`src/ddd_pkg.sv`:
```
`timescale 1ns / 1ps
// Shared types, constants and the control store for the date difference unit.
// No dependencies; used by every other file of the block.
package ddd_pkg;

  localparam int YEAR_W  = 14;
  localparam int MONTH_W = 4;
  localparam int DAY_W   = 5;
  localparam int DIFF_W  = 23;
  localparam int ACC_W   = DIFF_W + 2;  // day-number difference plus headroom
  localparam int QUO_W   = 8;           // largest year / 100 fits here
  localparam int PROD_W  = 27;
  localparam int MUL_B_W = 13;
  localparam int LOW_W   = 13;
  localparam int HUND_W  = YEAR_W + 1;

  localparam int MAX_YEAR_DEF = 9999;
  localparam int RECIP_100    = 5243;   // ceil(2^19 / 100), exact for 14-bit years
  localparam int RECIP_SHIFT  = 19;
  localparam int DAYS_YEAR    = 365;
  localparam int MONTHS       = 12;
  localparam int FEB          = 2;
  localparam int DIFF_MAX     = 2 ** (DIFF_W - 1) - 1;
  localparam int DIFF_MIN     = -(2 ** (DIFF_W - 1));

  localparam int STEP_W    = 4;
  localparam int STEP_LAST = 8;

  typedef struct packed {
    logic [YEAR_W-1:0]  start_year;
    logic [MONTH_W-1:0] start_month;
    logic [DAY_W-1:0]   start_day;
    logic [YEAR_W-1:0]  end_year;
    logic [MONTH_W-1:0] end_month;
    logic [DAY_W-1:0]   end_day;
    logic               inclusive;
  } req_t;

  typedef struct packed {
    logic signed [DIFF_W-1:0] day_difference;
    logic                     date_error;
  } res_t;

  typedef enum logic [1:0] {MUL_NONE, MUL_Y100, MUL_P100, MUL_P365} mul_op_t;
  typedef enum logic {SIDE_START, SIDE_END} side_t;
  typedef enum logic [1:0] {LAT_NONE, LAT_LEAP, LAT_QP} latch_t;
  typedef enum logic [1:0] {TERM_NONE, TERM_LOW, TERM_CENT, TERM_PROD} term_t;
  typedef enum logic {COND_NONE, COND_ERR} cond_t;

  typedef struct packed {
    mul_op_t           mul_op;
    side_t             mul_side;
    latch_t            latch;
    side_t             latch_side;
    logic              acc_clr;
    logic              acc_sub;
    term_t             term;
    side_t             term_side;
    cond_t             cond;
    logic [STEP_W-1:0] target;
    logic              last;
  } ctrl_t;

  function automatic ctrl_t ctrl_nop();
    ctrl_t c;
    c.mul_op     = MUL_NONE;
    c.mul_side   = SIDE_START;
    c.latch      = LAT_NONE;
    c.latch_side = SIDE_START;
    c.acc_clr    = 1'b0;
    c.acc_sub    = 1'b0;
    c.term       = TERM_NONE;
    c.term_side  = SIDE_START;
    c.cond       = COND_NONE;
    c.target     = '0;
    c.last       = 1'b0;
    return c;
  endfunction

  // Microprogram. Quotients and products are registered and used in the step after the one that issues them.
  function automatic ctrl_t prog_word(input logic [STEP_W-1:0] step);
    ctrl_t c;
    c = ctrl_nop();
    unique case (step)
      4'd0: begin
        c.mul_op = MUL_Y100; c.mul_side = SIDE_START;
      end
      4'd1: begin
        c.latch  = LAT_LEAP; c.latch_side = SIDE_START;
        c.mul_op = MUL_Y100; c.mul_side   = SIDE_END;
      end
      4'd2: begin
        c.latch   = LAT_LEAP; c.latch_side = SIDE_END;
        c.mul_op  = MUL_P100; c.mul_side   = SIDE_START;
        c.acc_clr = 1'b1; c.acc_sub = 1'b1;
        c.term    = TERM_LOW; c.term_side  = SIDE_START;
      end
      4'd3: begin
        c.cond   = COND_ERR; c.target = STEP_W'(STEP_LAST);
        c.latch  = LAT_QP;   c.latch_side = SIDE_START;
        c.mul_op = MUL_P100; c.mul_side   = SIDE_END;
        c.term   = TERM_LOW; c.term_side  = SIDE_END;
      end
      4'd4: begin
        c.latch   = LAT_QP;   c.latch_side = SIDE_END;
        c.mul_op  = MUL_P365; c.mul_side   = SIDE_START;
        c.acc_sub = 1'b1;
        c.term    = TERM_CENT; c.term_side = SIDE_START;
      end
      4'd5: begin
        c.mul_op  = MUL_P365; c.mul_side = SIDE_END;
        c.acc_sub = 1'b1;
        c.term    = TERM_PROD;
      end
      4'd6: begin
        c.term = TERM_PROD;
      end
      4'd7: begin
        c.term = TERM_CENT; c.term_side = SIDE_END;
      end
      4'd8: begin
        c.last = 1'b1;
      end
      default: begin
        c.last = 1'b1;
      end
    endcase
    return c;
  endfunction

  function automatic logic [8:0] days_before(input logic [MONTH_W-1:0] m);
    logic [8:0] d;
    unique case (m)
      4'd1:    d = 9'd0;
      4'd2:    d = 9'd31;
      4'd3:    d = 9'd59;
      4'd4:    d = 9'd90;
      4'd5:    d = 9'd120;
      4'd6:    d = 9'd151;
      4'd7:    d = 9'd181;
      4'd8:    d = 9'd212;
      4'd9:    d = 9'd243;
      4'd10:   d = 9'd273;
      4'd11:   d = 9'd304;
      4'd12:   d = 9'd334;
      default: d = 9'd0;
    endcase
    return d;
  endfunction

  function automatic logic [DAY_W-1:0] month_len(input logic [MONTH_W-1:0] m,
                                                 input logic leap);
    logic [DAY_W-1:0] n;
    unique case (m)
      4'd2:                      n = leap ? 5'd29 : 5'd28;
      4'd4, 4'd6, 4'd9, 4'd11:   n = 5'd30;
      default:                   n = 5'd31;
    endcase
    return n;
  endfunction

endpackage

```
`src/ddd_seq.sv`:
```
`timescale 1ns / 1ps
// Step counter and control store walk for the date difference unit.
// Depends on ddd_pkg for the control word and the microprogram.
module ddd_seq import ddd_pkg::*; (
  input  logic  clk,
  input  logic  rst,
  input  logic  start,
  input  logic  err,
  output logic  busy,
  output ctrl_t ctrl
);

  logic              run;
  logic [STEP_W-1:0] step;
  logic [STEP_W-1:0] step_next;
  ctrl_t             word;

  always_comb begin
    word = prog_word(step);
    if (word.cond == COND_ERR && err) begin
      step_next = word.target;
    end else begin
      step_next = step + 1'b1;
    end
    ctrl = run ? word : ctrl_nop();
  end

  assign busy = run;

  always_ff @(posedge clk) begin
    if (rst) begin
      run  <= 1'b0;
      step <= '0;
    end else if (!run) begin
      if (start) begin
        run  <= 1'b1;
        step <= '0;
      end
    end else if (word.last) begin
      run <= 1'b0;
    end else begin
      step <= step_next;
    end
  end

endmodule

```
`src/date_difference_days_unit.sv`:
```
`timescale 1ns / 1ps
// Gregorian date difference: signed days from start to end date, with error flag.
// The nine microprogram steps share one multiplier, issued at most once per step.
// The unit takes no new item while busy; a new item may be started in the
// cycle that shows done. Invalid dates leave the program early at step three.
// Reset (rst, synchronous) idles the sequencer and drops done; the receiver
// cannot stall, and done is high for one cycle only. Uses ddd_pkg, ddd_seq.
module date_difference_days_unit import ddd_pkg::*; #(
  parameter int MAX_YEAR = MAX_YEAR_DEF
) (
  input  logic clk,
  input  logic rst,
  input  logic start,
  input  req_t request,
  output logic busy,
  output logic done,
  output res_t result
);

  localparam logic [15:0] MaxYearW = 16'(MAX_YEAR);

  // Item captured at accept
  req_t              req;
  // Shared constant multiplier, product registered
  logic [PROD_W-1:0] prod;
  // Per-date leap flags and (year-1)/100
  logic              leap_s, leap_e;
  logic [QUO_W-1:0]  qp_s, qp_e;
  // Running day-number difference
  logic signed [ACC_W-1:0] acc;
  logic signed [ACC_W-1:0] acc_next;

  ctrl_t ctrl;
  logic  accept;
  logic  err;

  assign accept = start && !busy;

  ddd_seq u_seq (
    .clk   (clk),
    .rst   (rst),
    .start (start),
    .err   (err),
    .busy  (busy),
    .ctrl  (ctrl)
  );

  always_ff @(posedge clk) begin
    if (accept) begin
      req <= request;
    end
  end

  // Side selection helpers
  function automatic logic [YEAR_W-1:0] year_of(input req_t r, input side_t s);
    return (s == SIDE_END) ? r.end_year : r.start_year;
  endfunction

  function automatic logic date_ok(input logic [YEAR_W-1:0] y,
                                   input logic [MONTH_W-1:0] m,
                                   input logic [DAY_W-1:0] d,
                                   input logic leap);
    logic y_ok, m_ok, d_ok;
    y_ok = (y != '0) && (16'(y) <= MaxYearW);
    m_ok = (m != '0) && (m <= MONTH_W'(MONTHS));
    d_ok = (d != '0) && (d <= month_len(m, leap));
    return y_ok && m_ok && d_ok;
  endfunction

  assign err = !date_ok(req.start_year, req.start_month, req.start_day, leap_s) ||
               !date_ok(req.end_year, req.end_month, req.end_day, leap_e);

  // Multiplier: year/100 or (year-1)/100 by reciprocal, or (year-1)*365
  logic [YEAR_W-1:0]  mul_year;
  logic [YEAR_W-1:0]  mul_a;
  logic [MUL_B_W-1:0] mul_b;

  always_comb begin
    mul_year = year_of(req, ctrl.mul_side);
    unique case (ctrl.mul_op)
      MUL_Y100: mul_a = mul_year;
      MUL_P100: mul_a = mul_year - 1'b1;
      MUL_P365: mul_a = mul_year - 1'b1;
      default:  mul_a = '0;
    endcase
    mul_b = (ctrl.mul_op == MUL_P365) ? MUL_B_W'(DAYS_YEAR) : MUL_B_W'(RECIP_100);
  end

  always_ff @(posedge clk) begin
    if (ctrl.mul_op != MUL_NONE) begin
      prod <= PROD_W'(mul_a) * PROD_W'(mul_b);
    end
  end

  // Leap test from the quotient: a century is leap only when y/100 is a multiple of 4
  logic [QUO_W-1:0]  quo;
  logic [YEAR_W-1:0] lat_year;
  logic [HUND_W-1:0] hund;
  logic              leap_calc;

  always_comb begin
    quo       = prod[RECIP_SHIFT +: QUO_W];
    lat_year  = year_of(req, ctrl.latch_side);
    hund      = (HUND_W'(quo) << 6) + (HUND_W'(quo) << 5) + (HUND_W'(quo) << 2);
    leap_calc = (HUND_W'(lat_year) == hund) ? (quo[1:0] == 2'b00)
                                            : (lat_year[1:0] == 2'b00);
  end

  always_ff @(posedge clk) begin
    unique case (ctrl.latch)
      LAT_LEAP: begin
        if (ctrl.latch_side == SIDE_END) leap_e <= leap_calc;
        else                             leap_s <= leap_calc;
      end
      LAT_QP: begin
        if (ctrl.latch_side == SIDE_END) qp_e <= quo;
        else                             qp_s <= quo;
      end
      default: begin
      end
    endcase
  end

  // Accumulator terms: low part (p/4 + month offset + day + leap day) and
  // century part (p/400 - p/100), plus the registered product.
  logic [YEAR_W-1:0]       t_year, t_p;
  logic [MONTH_W-1:0]      t_month;
  logic [DAY_W-1:0]        t_day;
  logic                    t_leap;
  logic [QUO_W-1:0]        t_qp;
  logic [LOW_W-1:0]        low;
  logic signed [ACC_W-1:0] term;
  logic signed [ACC_W-1:0] acc_base;

  always_comb begin
    t_year  = year_of(req, ctrl.term_side);
    t_p     = t_year - 1'b1;
    t_month = (ctrl.term_side == SIDE_END) ? req.end_month : req.start_month;
    t_day   = (ctrl.term_side == SIDE_END) ? req.end_day : req.start_day;
    t_leap  = (ctrl.term_side == SIDE_END) ? leap_e : leap_s;
    t_qp    = (ctrl.term_side == SIDE_END) ? qp_e : qp_s;
    low     = LOW_W'(t_p >> 2) + LOW_W'(days_before(t_month)) + LOW_W'(t_day)
            + LOW_W'((t_month > MONTH_W'(FEB)) && t_leap);
    unique case (ctrl.term)
      TERM_LOW:  term = ACC_W'(low);
      TERM_CENT: term = ACC_W'(t_qp >> 2) - ACC_W'(t_qp);
      TERM_PROD: term = ACC_W'(prod);
      default:   term = '0;
    endcase
    acc_base = ctrl.acc_clr ? '0 : acc;
    acc_next = ctrl.acc_sub ? acc_base - term : acc_base + term;
  end

  always_ff @(posedge clk) begin
    if (ctrl.term != TERM_NONE || ctrl.acc_clr) begin
      acc <= acc_next;
    end
  end

  // Final step: inclusive adjust, clamp to the result width, error forces zero
  logic signed [ACC_W-1:0]  adj;
  logic signed [DIFF_W-1:0] sat;

  always_comb begin
    if (req.inclusive) begin
      adj = acc[ACC_W-1] ? acc - ACC_W'(1) : acc + ACC_W'(1);
    end else begin
      adj = acc;
    end
    priority if (adj > ACC_W'(DIFF_MAX)) begin
      sat = DIFF_W'(DIFF_MAX);
    end else if (adj < ACC_W'(DIFF_MIN)) begin
      sat = DIFF_W'(DIFF_MIN);
    end else begin
      sat = adj[DIFF_W-1:0];
    end
  end

  always_ff @(posedge clk) begin
    if (rst) begin
      done <= 1'b0;
    end else begin
      done <= ctrl.last;
    end
  end

  always_ff @(posedge clk) begin
    if (ctrl.last) begin
      result.day_difference <= err ? '0 : sat;
      result.date_error     <= err;
    end
  end

endmodule

```
`config.mk`:
```
export PLATFORM = sky130hd
export DESIGN_NAME = date_difference_days_unit
export DESIGN_NICKNAME = d
export VERILOG_FILES = /design/src/ddd_pkg.sv /design/src/ddd_seq.sv /design/src/date_difference_days_unit.sv
export SDC_FILE = /design/constraint.sdc
export NUM_CORES = 1
export LEC_CHECK = 0
export BUFFER_PORTS_ARGS = -buffer_cell sky130_fd_sc_hd__buf_2
export CORE_ASPECT_RATIO = 0.8
export CORE_MARGIN = 5
export CORE_UTILIZATION = 36
export CTS_CLUSTER_SIZE = 20
export DETAILED_ROUTE_END_ITERATION = 6
export HOLD_SLACK_MARGIN = 0.06
export PLACE_DENSITY_LB_ADDON = 0.08
export RECOVER_POWER = 25
export SLEW_MARGIN = 20
export SYNTH_ARGS = -nofsm -noshare
export SYNTH_HDL_FRONTEND = slang
export SYNTH_HIERARCHICAL = 1
export SYNTH_SLANG_ARGS = --single-unit
```
`constraint.sdc`:
```
create_clock -name clk -period 10.76 [get_ports clk]
set_input_delay 1.614 -clock clk [delete_from_list [all_inputs] [get_ports clk]]
set_output_delay 1.614 -clock clk [all_outputs]
set_load 0.005 [all_outputs]
```
; ---- After elaboration in Yosys (flattened, before gate mapping)
; Memory sizes are Yosys's and may differ from the RTL's.
; Cells that the tools add are included.
[word_totals]
mem_count = 1
regBits = 147
elab_cells = 153
romBits = 144
[op_classes]
muxes = 37
n_reduce_logical = 45
n_mul = 1
bitwise_logic = 1
n_lt_le_gt_ge = 9
n_addsub = 13
eq_ne = 27
[mem_list]
columns = name, words, word_bits, read_ports, rd_ports_with_merged_regs, write_ports, line
row1 = (name not given), 16, 9, 1, 0, 0, ddd_pkg.sv:133  ; unique case (m)
[op_table]
columns = op, n
row1 = $mux 25, 4
row2 = $pmux 25 s3, 1
row3 = $mux 14, 3
row4 = $eq 4x3->1 const B, 8
row5 = $le 14x14->1 const B, 2
row6 = $pmux 14 s2, 1
row7 = $reduce_bool 14->1, 2
row8 = $sub 14x1->14 const B, 2
row9 = $mul 14x13->27, 1
row10 = $add 25x2->25 const B, 1
row11 = $add 25x25->25, 1
row12 = $gt 25x23->1 const B, 1
row13 = $lt 25x23->1 const B, 1
row14 = $sub 25x2->25 const B, 1
row15 = $sub 25x25->25, 1
row16 = $mux 23, 1
row17 = $mux 22, 1
row18 = $mux 4, 5
row19 = $pmux 3 s6, 1
row20 = $mux 17, 1
row21 = $eq 4x2->1 const B, 4
row22 = $eq 4x4->1 const B, 4
row23 = $add 14x13->15, 1
row24 = $add 15x10->15, 1
row25 = 34 further kinds, 84

; ---- Logic depth before layout (Yosys ltp)
; Gate-level depths: netlist (run 1).
[depth]
ltp_word = 12
ltp_mapped = 33

; ---- By module
; The synthesis (run 1) kept the hierarchy.
[by_module_without_submodules]
columns = mod, cells_each, seq_area_each_um2, area_each_um2, n_inst
row1 = date_difference_days_unit, 1631, 4254.1, 15695.1, 1
row2 = ddd_seq, 61, 100.1, 466.7, 1

; ---- Worst setup path before layout (run 1)
; OpenSTA, ideal clock, no wires.
[synth_path]
path_kind = register to register
startpoint = register u_seq.step[0]
endpoint = register acc[23] (data pin)
arrival_ns = 8.141
required_ns = 10.495
stages_incl_launch_ff = 32
synth_period_minus_slack_ns = 8.406
setup_time_ns = 0.265
slack_ns = 2.354
cell_sequence = dfxtp_1 ha_1 and3b_1 clkbuf_1 clkbuf_1 mux2i_1 inv_1 ha_1 o211ai_1 o211ai_1 fa_1 inv_1 ha_1 fa_1 a211oi_1 or3_1 a21oi_1 a221o_1 nor4_1 and3_1 a21oi_1 xor2_1 ha_1 a21o_1 a21oi_1 o21ai_0 a2111oi_0 o21bai_1 and4_1 a2111oi_0 o21ai_0 xor2_1
[synth_rtl]
columns = item, line
row1 = start: declaration, ddd_seq.sv:14  ; logic [STEP_W-1:0] step;
row2 = start signal: assignment, ddd_seq.sv:42  ; step <= step_next;
row3 = end signal: assignment, date_difference_days_unit.sv:156  ; acc <= acc_next;
row4 = end: declaration, date_difference_days_unit.sv:30  ; logic signed [ACC_W-1:0] acc;

==> results of run 1 <==
-- final cells by class --
| type | count | area [um2] |
|---|---|---|
| Inverter | 213 | 800 |
| Timing Repair Buffer | 94 | 508 |
| Sequential cell | 147 | 4350 |
| Tap cell | 603 | 754 |
| Clock buffer | 18 | 429 |
| Fill cell | 4494 | 26500 |
| Clock inverter | 14 | 154 |
| Multi-Input combinational cell | 1285 | 10800 |
-- worst max-delay path by stage --
stage                                           from                 end  slack, ns  cells after the start
final                     u_seq/step[1]$_SDFFE_PP0P_   acc[23]$_DFFE_PP_       1.72                     29
after detailed placement  u_seq/step[0]$_SDFFE_PP0P_   acc[23]$_DFFE_PP_       1.78                     29
after global placement         u_seq/busy$_SDFF_PP0_  prod[22]$_DFFE_PP_       2.04                     28
after CTS                 u_seq/step[0]$_SDFFE_PP0P_   acc[23]$_DFFE_PP_       1.79                     29
after floorplan           u_seq/step[0]$_SDFFE_PP0P_   acc[23]$_DFFE_PP_       2.35                     31
after global routing      u_seq/step[1]$_SDFFE_PP0P_   acc[23]$_DFFE_PP_       1.05                     29
-- worst max-delay path: cells and delay by family, from the launching register on --
family | cells | cell delay, ns
compound gates | 13 | 3.58
xor+xnor | 2 | 0.34
fa+ha+maj | 6 | 2.07
buf+inv | 2 | 0.24
flops | 1 | 0.40
mux | 1 | 0.72
simple gates | 5 | 1.43
-- routing by layer --
metal | global-route usage (%) | wire length, um
met2 | 28.1 | 18700
met3 | 2.88 | 1850
met5 | 0 | 0
met1 | 26.5 | 21300
met4 | 3.84 | 515
-- power by group through the flow --
stage	sequential [uW]	combinational, uW	clock [uW]
finish	790	1020	616
global route	795	1190	658
CTS	788	1040	632
detailed placement	800	1040	0
global placement	801	1030	0
floorplan	763	792	0
-- state kept, by name, indices dropped and copies added (netlist names) --
register / count
req: 47
prod: 27
acc: 25
result: 24
qp_e: 8
qp_s: 8
u_seq/step: 4
done: 1
leap_e: 1
leap_s: 1
u_seq/busy: 1
-- per-stage QoR --
stage | hold slack [ns] | setup slack, ns | util (%)
floorplan | 0.503 | 2.35 | -
global placement | 0.545 | 2.04 | 38.9
detailed placement | 0.565 | 1.78 | 38.9
CTS | 0.582 | 1.79 | 40.2
global route | 0.603 | 1.05 | 40.2
finish | 0.587 | 1.72 | 40.2
==> summary.txt, run 1 <==
Status = complete, but fails checks
Violated checks = max-capacitance violations, max-slew violations
Worst-Margin Slew = 3.00 ns
Die height = 199 um
Critical-path top delay cell = mux2i_1
RSZ-0062 raised after global routing = no
Max-cap viol count = 1
Final hold violations = 0
Hold Path Origin = u_seq/step[1]$_SDFFE_PP0P_
Final Critical Period = 9.04 ns
Hold Path Sink = u_seq/step[1]$_SDFFE_PP0P_
Placed Cells incl. Taps = 2342
Sw frac = 38.3%
P_leak = 0.00792 uW
Core outline area = 44400 um2
I/O Pins = 76
# diodes = 0
DPL Wire Length = 34.6 mm
Port-buffer cells = 75
Clock power share = 25.4%
Kind of critical path = reg2reg
Synth warn = 6
Layout Nets = 2104
Total Wirelength = 42.3 mm
Worst Hold Depth = 1
Max Fclk = 111 MHz
Largest net degree at the start of global routing = 48
CTS tree = yes
Non-filler cells, final = 2374
VDD IR-drop max = 0.000113 V
Commonest non-fill, non-tap cells in the layout = inv_1, ha_1, edfxtp_1, a21oi_1, fa_1
Clock sinks = 147
Vias = 12400
Vias in the first global route = 12600
R2R Setup Slk = 1.72 ns
Critical path endpoint category = register
Hold/Removal Path Class = reg2reg
Num CTS Buffers = 17
Final instance area = 17800 um2
Share of cells above drive strength 1 = 8.47%
Logic pwr share = 42.1%
Net switching power = 928 uW
# resized after CTS = 0
Row count = 69
Share of power burned in registers = 32.6%
Post-route ant nets = 0
Max incr delay on CP = 0.72 ns
First-pass GRT wire length = 69.4 mm
Reg-to-reg startpoint = u_seq/step[1]$_SDFFE_PP0P_
Post-Place Cell Area = 17300 um2
GRT overflow = 0
Slew HR = -100%
Die W = 247 um
Tot Pwr = 2430 uW
Overall Global Routing Usage = 18.0%
Final period util = 84.0%
Commonest non-fill, non-tap cell in the layout = inv_1
Worst-case reg-to-reg path depth = 29
Initial Utilization = 36.3%
Area grow syn2layout = 10.5%
Setup TNS = 0 ns
Worst-path maximum fanout = 11
Worst path arrival time = 9.24 ns
DR vias/cell = 5.21
P_int = 1500 uW
GPL Wtd Cong = 0.835
Syn_area_per_cell = 9.56 um2
DRT iter0 DRCs = 795
Post-synthesis cell area = 16100 um2
H-tree lvl count = 4
Drt drc = 0
CP dominant cell by count = ha_1
Clock transition at path regs = 0.07 ns
Final setup violation count = 0
DR WL/cell = 17.8 um
PwrDens = 136 nW/um2
CP required = 10.97 ns
Initial antenna violation count = 0
DRT Pass-1 Iters = 6
Clock tree buffer depth = 2
Die area = 49200 um2
Root buffer cell = clkbuf_16
Setup Skew = 0.0100 ns
Mapped Cells = 1687
Crit path launch type = register
Final max-slew violation count = 48
Clock Latency Late Sink = 0.46 ns
Reg-to-Reg End = acc[23]$_DFFE_PP_
Post-CTS Hold Fix Bufs = 0
Post-CTS Setup Bufs = 0
Note: power is estimated with default switching activity, not from simulation.
==> run 2, diff against run 1 <==
Clock period 10.76 ns to 8.7 ns, I/O delays scaled along.
==> summary.txt, run 2 (synthesized netlist as in run 1, its figures left out) <==
CP Depth = 27 (was 29)
VDD IR-drop max = 0.000123 V (was 0.000113 V)
Crit path launch = u_seq/step[0]$_SDFFE_PP0P_ (was u_seq/step[1]$_SDFFE_PP0P_)
Port-buffer cells = 75 (unchanged)
Num CTS Buffers = 17 (unchanged)
Reg-to-Reg End = prod[22]$_DFFE_PP_ (was acc[23]$_DFFE_PP_)
Die height = 199 um (unchanged)
PwrDens = 167 nW/um2 (was 136 nW/um2)
Final instance area = 17900 um2 (was 17800 um2)
Core outline area = 44400 um2 (unchanged)
Largest Register = req (unchanged)
Share of cells above drive strength 1 = 9.71% (was 8.47%)
DRT Pass-1 Iters = 5 (was 6)
Post-CTS Hold Fix Bufs = 0 (unchanged)
CP top delay family = adder cells (was compound AO/OA/AOI/OAI gates)
Biggest regs = req (47), prod (27), acc (25) (unchanged)
Kind of critical path = reg2reg (unchanged)
CP required = 8.90 ns (was 10.97 ns)
Hold Path Origin = u_seq/step[1]$_SDFFE_PP0P_ (unchanged)
Hold WS = 0.572 ns (was 0.587 ns)
# resized after CTS = 0 (unchanged)
Final max-slew violation count = 48 (unchanged)
Commonest non-fill, non-tap cells in the layout = inv_1, ha_1, edfxtp_1, a21oi_1, fa_1 (unchanged)
Vias = 12400 (about the same)
Final core occ = 40.4% (was 40.2%)
R2R Setup Slk = 0.67 ns (was 1.72 ns)
Initial antenna violation count = 3 (was 0)
Non-filler cells, final = 2385 (was 2374)
Worst path arrival time = 8.23 ns (was 9.24 ns)
Post-route ant nets = 0 (unchanged)
Post-CTS Setup Bufs = 0 (unchanged)
Clock sinks = 147 (unchanged)
Placed Cells incl. Taps = 2353 (was 2342)
Setup Skew = 0.0184 ns (was 0.0100 ns)
GRT overflow = 0 (unchanged)
Clock Latency Late Sink = 0.46 ns (about the same)
Max incr delay on CP = 0.53 ns (was 0.72 ns)
CTS tree = yes (unchanged)
Worst-Margin Slew = 2.89 ns (was 3.00 ns)
Max-cap viol count = 1 (unchanged)
DRT iter0 DRCs = 738 (was 795)
Area grow syn2layout = 11.2% (was 10.5%)
Final Critical Period = 8.03 ns (was 9.04 ns)
Crit path buf inv count = 4 (was 2)
DR vias/cell = 5.21 (about the same)
Die area = 49200 um2 (unchanged)
Reg-to-reg startpoint = u_seq/step[0]$_SDFFE_PP0P_ (was u_seq/step[1]$_SDFFE_PP0P_)
# diodes = 0 (unchanged)
Post-Place Cell Area = 17400 um2 (was 17300 um2)
I/O Pins = 76 (unchanged)
Max reg flops = 47 (unchanged)
Final hold violations = 0 (unchanged)
H-tree lvl count = 4 (unchanged)
Max Fclk = 125 MHz (was 111 MHz)
Final setup violation count = 0 (unchanged)
P_leak = 0.00798 uW (was 0.00792 uW)
GPL Wtd Cong = 0.855 (was 0.835)
Critical-path top delay cell = fa_1 (was mux2i_1)
Crit path launch type = register (unchanged)
Commonest non-fill, non-tap cell in the layout = inv_1 (unchanged)
Worst-path maximum fanout = 19 (was 11)
Drt drc = 0 (unchanged)
Clock transition at path regs = 0.07 ns (about the same)
Critical path endpoint category = register (unchanged)
Overall Global Routing Usage = 17.9% (was 18.0%)
Violated checks = max-capacitance violations, max-slew violations (unchanged)
RSZ-0062 raised after global routing = no (unchanged)
Largest net degree at the start of global routing = 48 (unchanged)
Root buffer cell = clkbuf_16 (unchanged)
Vias in the first global route = 12500 (was 12600)
Critical path endpoint = prod[22]$_DFFE_PP_ (was acc[23]$_DFFE_PP_)
Row count = 69 (unchanged)
Total Wirelength = 43.0 mm (was 42.3 mm)
Setup TNS = 0 ns (unchanged)
DPL Wire Length = 34.6 mm (about the same)
Worst-case reg-to-reg path depth = 27 (was 29)
Status = complete, but fails checks (unchanged)
Initial Utilization = 36.3% (unchanged)
Hold/Removal Path Class = reg2reg (unchanged)
First-pass GRT wire length = 69.1 mm (was 69.4 mm)
CP dominant cell by count = fa_1 (was ha_1)
Clock tree buffer depth = 2 (unchanged)
Layout Nets = 2115 (was 2104)
Slew HR = -92.5% (was -100%)
Final period util = 92.2% (was 84.0%)
Die W = 247 um (unchanged)
DR WL/cell = 18.0 um (was 17.8 um)
-- run 2: cell count changes in the layout (fill, tap and decap cells not counted), sizes merged --
cell / delta
bufinv: -1
clkinv: +1
inv: +2
buf: +10
clkinvlp: -1
-- run 2: cell type report --
| cell class | count | area (um2) |
|---|---|---|
| well taps | 603 | 754 |
| clock inverters | 15 | 145 |
| multi-input cells | 1285 | 10900 |
| clock buffers | 17 | 425 |
| repair buffers | 105 | 591 |
| fillers | 4453 | 26400 |
| flip-flops and latches | 147 | 4350 |
| inverters | 213 | 800 |
-- run 2: metrics by stage --
| step | power (uW) | setup WS (ns) |
|---|---|---|
| floorplan | 1920 | 0.294 |
| global placement | 2280 | 0.343 |
| detailed placement | 2280 | 0.284 |
| CTS | 3050 | 0.225 |
| global route | 3250 | 0.0883 |
| finish | 3000 | 0.675 |
-- run 2: metal layers --
metal	vias to the layer above	GRT usage (%)	share of wire, %
met1	6110	26.6	51
met2	167	27.8	44
met4	0	3.28	0.99
met3	23	3.13	3.6
met5	-	0	0
li1	6117	-	-
-- run 2: power by group --
part           internal (uW)  switching [uW]
Combinational            546             735
Clock                    401             346
Sequential               893            81.1
Total                   1840            1160
-- run 2: worst min-delay path by stage --
stage	endpoint	cells past startpoint	slack, ns
global placement	u_seq/step[1]$_SDFFE_PP0P_	1	0.54
CTS	u_seq/step[1]$_SDFFE_PP0P_	1	0.58
detailed placement	u_seq/step[1]$_SDFFE_PP0P_	1	0.56
floorplan	u_seq/step[3]$_SDFFE_PP0P_	1	0.50
finish	u_seq/step[1]$_SDFFE_PP0P_	1	0.57
global route	u_seq/step[3]$_SDFFE_PP0P_	1	0.60
